$ cat config.mk
export PLATFORM = sky130hd
export DESIGN_NAME = wmm_window
export DESIGN_NICKNAME = d
export VERILOG_FILES = /design/src/sv/wmm_pkg.sv /design/src/sv/wmm_window.sv
export SDC_FILE = /design/constraint.sdc
export NUM_CORES = 1
export LEC_CHECK = 0
export ABC_CLOCK_PERIOD_IN_PS = 5500
export BUFFER_PORTS_ARGS = -buffer_cell sky130_fd_sc_hd__buf_2
export CAP_MARGIN = 15
export CORE_ASPECT_RATIO = 0.9
export CORE_MARGIN = 3
export CORE_UTILIZATION = 60
export CTS_CLUSTER_DIAMETER = 40
export DETAILED_ROUTE_END_ITERATION = 16
export GPL_TIMING_DRIVEN = 0
export PLACE_DENSITY = 0.91
export SLEW_MARGIN = 30
export SYNTH_ARGS = -nofsm -noshare
export SYNTH_HDL_FRONTEND = slang
export SYNTH_SLANG_ARGS = --single-unit
$ cat constraint.sdc
create_clock -name i_clk -period 5.5 [get_ports i_clk]
set_input_delay 0 -clock i_clk [delete_from_list [all_inputs] [get_ports i_clk]]
set_output_delay 0 -clock i_clk [all_outputs]
set_load 0.03 [all_outputs]
$ cat src/sv/wmm_pkg.sv
// wmm_pkg: shared constants, types and helper functions of the window max/min filter
// no dependencies; imported by the interfaces and every module of the block

package wmm_pkg;

    // pixel and window geometry
    localparam int PIX_W      = 8;
    localparam int WINDOW     = 3;
    localparam int MAX_WIDTH  = 1024;
    localparam int MAX_HEIGHT = 1024;
    localparam int RAD        = WINDOW / 2;
    localparam int ROWS_KEPT  = 2 * RAD + 1;
    localparam int BANK_W     = $clog2(ROWS_KEPT);
    localparam int COL_W      = $clog2(MAX_WIDTH);
    localparam int ROW_W      = $clog2(MAX_HEIGHT);
    localparam int LEAD_W     = $clog2(RAD * MAX_WIDTH + RAD + 1);

    // configuration port
    localparam int CFG_W      = 11;
    localparam int CFG_IDX_W  = 2;
    localparam int RESET_DIM  = 128;

    // result queue, depth a power of two so the pointers wrap by themselves
    localparam int FIFO_DEPTH = 8;
    localparam int FIFO_AW    = $clog2(FIFO_DEPTH);
    localparam int PEND_W     = FIFO_AW + 1;

    typedef enum logic [CFG_IDX_W-1:0] {
        REG_IMAGE_WIDTH  = CFG_IDX_W'(0),
        REG_IMAGE_HEIGHT = CFG_IDX_W'(1)
    } t_cfg_reg;

    // one column of the window, index ROWS_KEPT-1 is the newest row
    typedef logic [ROWS_KEPT-1:0][PIX_W-1:0] t_col;

    // control travelling with an item from the line store to the window stage
    typedef struct packed {
        logic              valid;
        logic              emit;
        logic              border;
        logic              last;
        logic [BANK_W-1:0] bank;
        logic [PIX_W-1:0]  pixel;
    } t_s1_ctrl;

    // one finished result
    typedef struct packed {
        logic             valid;
        logic [PIX_W-1:0] range_value;
        logic             last_of_frame;
    } t_result;

    // last index of a dimension: zero counts as one, large values saturate
    function automatic int unsigned f_dim_last(input logic [CFG_W-1:0] v,
                                               input int unsigned max_dim);
        int unsigned dim;
        dim = 32'(v);
        if (dim == 0) begin
            return 0;
        end
        if (dim > max_dim) begin
            return max_dim - 1;
        end
        return dim - 1;
    endfunction

    // items between a pixel entering and its result leaving
    function automatic int unsigned f_delay(input int unsigned last);
        return RAD * (last + 1) + RAD;
    endfunction

endpackage

$ cat src/sv/wmm_window.sv
// wmm_window: column max/min, sliding window of column extremes, range and border mux
// depends on wmm_pkg; takes the registered columns of wmm_line_store

module wmm_window
    import wmm_pkg::*;
(
    input  logic     i_clk,
    input  logic     i_rst_n,
    input  t_s1_ctrl i_ctrl,
    input  t_col     i_rd,
    output t_result  o_res
);

    t_col                             w_col;
    logic [PIX_W-1:0]                 n_cmax;
    logic [PIX_W-1:0]                 n_cmin;
    logic [ROWS_KEPT-1:0][PIX_W-1:0]  r_cmax;
    logic [ROWS_KEPT-1:0][PIX_W-1:0]  r_cmin;
    logic                             r_push;
    logic                             r_border;
    logic                             r_last;
    logic [PIX_W-1:0]                 w_wmax;
    logic [PIX_W-1:0]                 w_wmin;

    // gather the column: older rows from the banks, newest row from the item itself
    always_comb begin
        logic [BANK_W:0] v_sel;
        v_sel = '0;
        for (int m = 0; m < ROWS_KEPT - 1; m++) begin
            v_sel = {1'b0, i_ctrl.bank} + (BANK_W+1)'(m + 1);
            if (v_sel >= (BANK_W+1)'(ROWS_KEPT)) begin
                v_sel = v_sel - (BANK_W+1)'(ROWS_KEPT);
            end
            w_col[m] = i_rd[v_sel[BANK_W-1:0]];
        end
        w_col[ROWS_KEPT-1] = i_ctrl.pixel;
    end

    // extremes of the new column
    always_comb begin
        n_cmax = w_col[0];
        n_cmin = w_col[0];
        for (int m = 1; m < ROWS_KEPT; m++) begin
            if (w_col[m] > n_cmax) begin
                n_cmax = w_col[m];
            end
            if (w_col[m] < n_cmin) begin
                n_cmin = w_col[m];
            end
        end
    end

    // shift line of column extremes, index 0 is the oldest column
    always_ff @(posedge i_clk) begin
        if (i_ctrl.valid) begin
            r_cmax <= {n_cmax, r_cmax[ROWS_KEPT-1:1]};
            r_cmin <= {n_cmin, r_cmin[ROWS_KEPT-1:1]};
        end
        r_border <= i_ctrl.border;
        r_last   <= i_ctrl.last;
    end

    always_ff @(posedge i_clk) begin
        if (!i_rst_n) begin
            r_push <= 1'b0;
        end else begin
            r_push <= i_ctrl.valid && i_ctrl.emit;
        end
    end

    // window extremes over the stored columns
    always_comb begin
        w_wmax = r_cmax[0];
        w_wmin = r_cmin[0];
        for (int n = 1; n < ROWS_KEPT; n++) begin
            if (r_cmax[n] > w_wmax) begin
                w_wmax = r_cmax[n];
            end
            if (r_cmin[n] < w_wmin) begin
                w_wmin = r_cmin[n];
            end
        end
    end

    // range, forced to zero for a border centre
    always_comb begin
        o_res.valid         = r_push;
        o_res.range_value   = r_border ? '0 : (w_wmax - w_wmin);
        o_res.last_of_frame = r_last;
    end

endmodule
==> After elaboration in Yosys (flattened, before gate mapping) <==
Index checks and enable logic that the tools add are counted.
{ "totals": {"reg_bits": 51, "in_bits": 40, "elab_cells": 42} }
{ "classes": {"add_sub_neg": 5, "order_cmp": 12, "n_mux": 15, "n_reduce_logical": 1} }
{ "ops": {"columns": ["cell", "count"], "rows": [
  ["$mux 8", 11],
  ["$bmux 8 s2", 2],
  ["$gt 8x8->1", 4],
  ["$lt 8x8->1", 4],
  ["$sub 8x8->8", 1],
  ["$ge 3x2->1 const B", 2],
  ["$lt 2x3->1 const B", 2],
  ["$mux 2", 2],
  ["$sub 2x2->2 const B", 2],
  ["$add 2x1->3 const B", 1],
  ["$add 2x2->3 const B", 1],
  ["$logic_and 1x1->1", 1]
]} }

==> Depth between registers and ports, before layout <==
Gate-level depths: netlist (run 1).
{ "depth": {"depth_word": 9, "mapped_depth": 25} }

==> Worst setup path after synthesis (run 1) <==
No wires, ideal clock.
{ "synth_path": {"path_kind": "flip-flop to output port", "from": "register r_cmin[10] (netlist bit)", "to": "output port o_res[8] (netlist bit)", "arrival_time_ps": 5018, "slack_ps": 482, "stages_incl_launch_ff": 23, "path_buffers": 1, "path_cell_list": "edfxtp_1 ha_1 a211oi_2 o21ai_1 a21oi_4 clkbuf_1 nor2_1 a21oi_1 ha_1 a21o_1 a21o_1 a21oi_1 nand2_1 o21ai_4 mux2_2 ha_1 and3_1 a21oi_1 a31oi_1 inv_1 o41a_1 a31o_1 mux2i_1"} }
{ "synth_lines": {"columns": ["item", "line", "rtl"], "rows": [
  ["from (decl)", "wmm_window.sv:18", "logic [ROWS_KEPT-1:0][PIX_W-1:0] r_cmin;"],
  ["from (signal assigned)", "wmm_window.sv:57", "r_cmin <= {n_cmin, r_cmin[ROWS_KEPT-1:1]};"],
  ["to (decl)", "wmm_window.sv:11", "output t_result o_res"]
]} }

==> results.py, run 1 <==
metrics = {
    "run_status": {
        "status": "complete, but fails checks",
        "violations": "setup timing",
    },
    "cells_and_area": {
        "drive_gt1_share_pct": 29.6,
        "fin_area_um2": 5320,
        "fillers": 473,
        "final_nets": 623,
        "diodes": 0,
        "syn2layout_area_growth_pct": 19.5,
    },
    "setup_path": {
        "worstPathRequired_ps": 5500,
        "ff2ff_setup_slack_ps": 4690,
        "worstPathArrival_ps": 5640,
        "r2r_start": "r_cmax[13]$_DFFE_PP_",
        "startpoint_type": "flip-flop",
        "path_delay_family": "compound AO/OA/AOI/OAI gates",
        "critPathKind": "reg -> out",
        "ff2ff_path_depth": 1,
        "cp_max_fo": 8,
        "startpoint": "r_cmin[10]$_DFFE_PP_",
        "end_kind": "primary output",
        "crit_path_cell_trace": "ha_1 > a211oi_2 > o21ai_2 > a21oi_4 > nor2_1 > a21oi_1 > ha_1 > a211o_1 > nor2_1 > nand2_2 > o21ai_4 > buf_4 > mux2_2 > ha_1 > nor2b_2 > o21ai_0 > nand2b_1 > a21o_1 > a21oi_1 > xor2_1 > nor2_1 > buf_2",
        "cp_slowest_cell": "edfxtp_1",
        "crit_buf_inv": 2,
        "critPathMaxStageDelay_ps": 440,
        "r2r_end": "r_cmax[5]$_DFFE_PP_",
    },
    "die": {
        "boundaryPins": 50,
        "core.rowCount": 29,
        "fp.dieW_um": 96.8,
        "start_util_pct": 62.5,
        "dieArea_um2": 8480,
        "die_y_um": 87.7,
        "core-area_um2": 7110,
    },
    "yosys": {
        "synth-async-reset-ratio_pct": 0,
        "synth_top_cell_by_area": "edfxtp_1",
        "ys.flop_type": "edfxtp_1",
        "yosysMostFrequentCell": "ha_1",
        "ys_types": 53,
        "synth-edff-count": 48,
        "synth_top_area_share_pct": 32.4,
        "synth_common_cells": "ha_1 (63), inv_1 (56), edfxtp_1 (48), mux2i_1 (48), nor2_1 (40)",
        "syn-cell-area_um2": 4450,
        "syn_inst": 439,
        "yosys-top-cells-area": "edfxtp_1 (32%), ha_1 (18%), mux2i_1 (11%)",
        "ys_seq_area_share_pct": 33.8,
        "synthesis.nets": 543,
        "ys_ff_latch": 51,
        "postSynthAreaPerCell_um2": 10.1,
        "synth_warnings": 0,
    },
    "power": {
        "ir_drop_mv": 0.231,
        "p_leak_nw": 2.45,
        "p_per_area_nw_per_um2": 507,
    },
    "sta": {
        "slew_violations": 0,
        "relSlewSlack_pct": 57.8,
        "fin_tns_setup_ps": -229,
        "fin_crit_sh_pct": 103,
        "setup-violations-final": 2,
        "period_minus_slack_ps": 5640,
        "fin_skew_ps": 11.3,
        "rsz0062_at_grt": "true",
        "worst_pin_slew_ps": 633,
        "timing_hold_violations_final": 0,
        "hold_ws_ps": 46.1,
        "fmax_ghz": 0.177,
        "finalWorstSetupSlack_ps": -141,
    },
    "clock_network": {
        "htree_levels": 2,
        "cts.clk_slew.worst_paths_ps": 100,
        "numCtsBuffers": 5,
        "cts_tree": "yes",
        "cts-root-buf": "clkbuf_8",
        "worstSkewPairLatency_ps": 320,
        "cts_buffer_depth": 2,
        "clock-sinks": 51,
    },
    "hold_path": {
        "worstHoldStart": "i_ctrl[0]",
        "hold_end": "r_cmax[16]$_DFFE_PP_",
        "holdPathStages": 2,
        "hold_class": "in -> reg",
    },
    "job": {
        "maxCapViolCount": 0,
    },
    "grt": {
        "grt_pass1_wl_um": 16300,
        "grt_remaining_overflow": 0,
        "first_global_vias": 3564,
        "grt_antenna_before_repair": 0,
        "grt_use_total_pct": 23.5,
        "grt_max_degree": 50,
    },
    "placement": {
        "dp_hpwl_um": 7800,
        "place_ws_ps": -74.0,
        "port_buffers": 49,
        "gp_congestion": 0.861,
        "postPlaceCellArea_um2": 4810,
    },
    "detailed_routing": {
        "drt-vias-per-instance": 6.21,
        "first_iter_violations": 318,
        "num_vias": 3807,
        "routedWlPerCell_um": 19.5,
        "drt-total-wl_um": 12000,
        "ant_nets": 0,
        "drc": 0,
        "dr.pass1.iters": 5,
    },
}
repair_timing:
| action | 4_1_cts | 5_1_grt |
|---|---|---|
| pin swaps | 3 | 13 |
| endpoints found under the hold margin | 3 | 0 |
| gates resized for setup | 6 | 42 |
| setup buffers | 6 | 14 |
| cloned | 0 | 1 |
| hold buffers | 4 | 0 |
| endpoints found under the setup margin | 2 | 2 |
report_power, final:
group          internal [W]  switching (W)  leakage [nW]
clock             0.0000888       0.000135        0.0402
sequential         0.000513      0.0000597         0.494
combinational      0.000828        0.00107          1.92
total               0.00143        0.00126          2.45
logic make-up after synthesis:
kind of cell | after synthesis | share of synthesized area, %
buf+inv | 68 | 6.47
flops | 51 | 33.8
compound gates | 85 | 13.2
fa+ha+maj | 64 | 18.2
mux | 71 | 16.6
xor+xnor | 3 | 0.591
simple gates | 97 | 11.1
state kept, by name (all words and copies together) (netlist names):
register,count
r_cmin,24
r_border,1
r_push,1
r_last,1
r_cmax,24
area by class of cell:
type	instances	area, um^2	area share [%]
clock buffer	5	68.8	1.29
clock inverter	3	20.0	0.376
tap	93	116	2.19
multi-input combinational	321	2870	54.0
buffer	11	83.8	1.58
inverter	56	210	3.95
sequential	51	1500	28.2
timing repair buffer	73	448	8.42
worst max-delay path by stage:
stage                to  slack, ps  cells after the start
6_report       o_res[7]       -140                     22
5_1_grt        o_res[8]       -340                     25
4_1_cts        o_res[8]         30                     23
3_5_place_dp   o_res[8]        -70                     22
3_3_place_gp   o_res[8]        250                     22
2_1_floorplan  o_res[8]        480                     22
metrics by stage:
stage                     instances  power (W)  utilization [%]
after global routing            613    0.00283             74.8
after global placement          581    0.00193             67.6
final                           613    0.00269             74.8
after CTS                       598    0.00231             70.4
after floorplan                 439    0.00167                -
after detailed placement        581    0.00203             67.7
routing by layer:
| layer | track usage, % | routed length (um) | vias up |
|---|---|---|---|
| met5 | 0 | 0 | - |
| met4 | 8.29 | 580 | 0 |
| met3 | 4.06 | 928 | 54 |
| met2 | 42.9 | 5960 | 201 |
| met1 | 28.4 | 4490 | 1796 |
| li1 | - | - | 1756 |
placed cells by master, fill, tap and decap left out, types with 5 or more instances in the layout:
cell type	synthesis	routed
ha_1	63	58
inv_1	56	56
buf_2	5	51
edfxtp_1	48	48
mux2i_1	48	43
nor2_1	40	40
a21oi_1	36	29
buf_4	3	23
mux2_2	23	23
a21oi_2	4	10
nand4_1	10	10
nor2b_1	11	9
o21a_1	9	9
nand2_1	9	8
nand3_1	7	7
a21o_1	6	6
nor3_1	7	5
clkbuf_8	0	5
Note: power is estimated with default switching activity, not from simulation.
==> run 2: changes to the inputs <==
==> constraint.sdc (replaced) <==
create_clock -name i_clk -period 5.5 [get_ports i_clk]
set_input_delay 0 -clock i_clk [delete_from_list [all_inputs] [get_ports i_clk]]
set_output_delay 0 -clock i_clk [all_outputs]
set_load 0.01 [all_outputs]
==> results.py, run 2 (synthesis results as in run 1) <==
metrics = {
    "run_status": {
        "status": "complete, but fails checks",
        "violations": "setup timing",
    },
    "power": {
        "power.total_w": 0.00248,
        "p_leak_nw": 2.43,
        "ir_drop_mv": 0.237,
        "p_per_area_nw_per_um2": 472,
    },
    "detailed_routing": {
        "ant_nets": 0,
        "routedWlPerCell_um": 17.7,
        "drc": 0,
        "num_vias": 3702,
        "drt-vias-per-instance": 6.07,
        "first_iter_violations": 182,
        "dr.pass1.iters": 5,
        "drt-total-wl_um": 10800,
    },
    "clock_network": {
        "cts_tree": "yes",
        "htree_levels": 2,
        "worstSkewPairLatency_ps": 310,
        "cts.clk_slew.worst_paths_ps": 100,
        "cts-root-buf": "clkbuf_8",
        "clock-sinks": 51,
        "numCtsBuffers": 5,
        "cts_buffer_depth": 2,
    },
    "sta": {
        "slew_violations": 0,
        "timing_hold_violations_final": 0,
        "period_minus_slack_ps": 5610,
        "finalWorstSetupSlack_ps": -114,
        "fmax_ghz": 0.178,
        "fin_crit_sh_pct": 102,
        "worst_pin_slew_ps": 629,
        "relSlewSlack_pct": 58.0,
        "fin_skew_ps": 12.7,
        "setup-violations-final": 1,
    },
    "grt": {
        "grt_max_degree": 50,
        "grt_use_total_pct": 23.2,
        "grt_antenna_before_repair": 0,
        "first_global_vias": 3505,
        "grt_remaining_overflow": 0,
        "grt_pass1_wl_um": 16100,
    },
    "die": {
        "fp.dieW_um": 96.8,
        "die_y_um": 87.7,
        "core.rowCount": 29,
        "dieArea_um2": 8480,
        "start_util_pct": 62.5,
        "core-area_um2": 7110,
        "boundaryPins": 50,
    },
    "cells_and_area": {
        "syn2layout_area_growth_pct": 18.3,
        "layout_common_cells": "ha_1 (58), inv_1 (56), buf_2 (52), edfxtp_1 (48), mux2i_1 (43)",
        "drive_gt1_share_pct": 28.6,
        "mostFrequentLayoutCell": "ha_1",
        "stdcell_count": 610,
        "fin_area_um2": 5260,
        "final_util_pct": 74.0,
        "final_nets": 620,
        "reg_top3": "r_cmax x24, r_cmin x24",
        "diodes": 0,
    },
    "setup_path": {
        "worstPathArrival_ps": 5610,
        "startpoint_type": "flip-flop",
        "worstPathRequired_ps": 5500,
        "critPathKind": "reg -> out",
        "end_kind": "primary output",
        "cp_max_fo": 10,
        "ff2ff_setup_slack_ps": 4690,
    },
    "placement": {
        "postPlaceCellArea_um2": 4810,
        "port_buffers": 49,
        "dp.cells": 581,
        "dp_hpwl_um": 7800,
        "gp_congestion": 0.861,
        "place_ws_ps": -7.18,
    },
    "job": {
        "maxCapViolCount": 0,
    },
    "hold_path": {
        "hold_class": "in -> reg",
    },
}
-- run 2: cell count changes in the layout (fill, tap and decap cells not counted), sizes merged --
cell  previous run  this run
buf             79        76
-- run 2: path summary, 6_finish.rpt --
kind / start / endpoint / cells after the start
max: r_cmax[11]$_DFFE_PP_ / o_res[8] / 22
min: i_ctrl[0] / r_cmax[16]$_DFFE_PP_ / 2
max reg2reg: r_cmax[13]$_DFFE_PP_ / r_cmax[5]$_DFFE_PP_ / 1
min reg2reg: r_cmax[8]$_DFFE_PP_ / r_cmax[0]$_DFFE_PP_ / 0
-- run 2: cell type report --
class                           count  area [um^2]
Sequential cell                    51         1500
Timing Repair Buffer               70          423
Tap cell                           93          116
Clock buffer                        5         68.8
Inverter                           56          210
Buffer                             11         80.1
Fill cell                         475         1850
Clock inverter                      3         20.0
Multi-Input combinational cell    321         2840
-- run 2: worst max-delay path: stages (launching register included) --
cell,delay (ps)
edfxtp_1,490
ha_1,390
a21oi_2,260
a21oi_2,120
o31ai_4,230
buf_6,180
mux2i_2,260
ha_1,260
o21ai_0,170
o21bai_1,410
and2_4,240
buf_6,160
mux2_2,340
ha_1,300
nor2b_4,140
o2111ai_4,240
a31oi_4,140
buf_4,170
a21oi_1,150
o21ai_0,140
a31o_1,230
mux2i_1,130
buf_2,150
-- run 2: timing repair --
item                       in CTS  in global routing
resized for setup               2                 36
pin swaps                       1                  9
hold endpoints to repair        3                  0
buffers inserted                2                 15
gates cloned                    0                  1
setup endpoints to repair       2                  2
hold buffers                    4                  0
-- run 2: layer usage --
layer | wire length (um) | track usage (%) | share of wire [%]
met1 | 4360 | 28.1 | 40
met2 | 5450 | 42.4 | 51
met5 | 0 | 0 | 0
met3 | 735 | 4.22 | 6.8
met4 | 238 | 7.14 | 2.2
-- run 2: through the flow --
stage	setup TNS (ps)	hold slack (ps)
after global routing	-439	33.6
final	-114	46.5
after global placement	0	102
after detailed placement	-7.18	104
after CTS	0	41.5
after floorplan	0	27.7
-- run 2: report_power, final --
group	leakage, nW	total, W	switching (W)	internal (W)
logic	1.90	0.00170	0.000907	0.000788
clock network	0.0402	0.000218	0.000129	0.0000888
registers	0.494	0.000568	0.0000554	0.000513
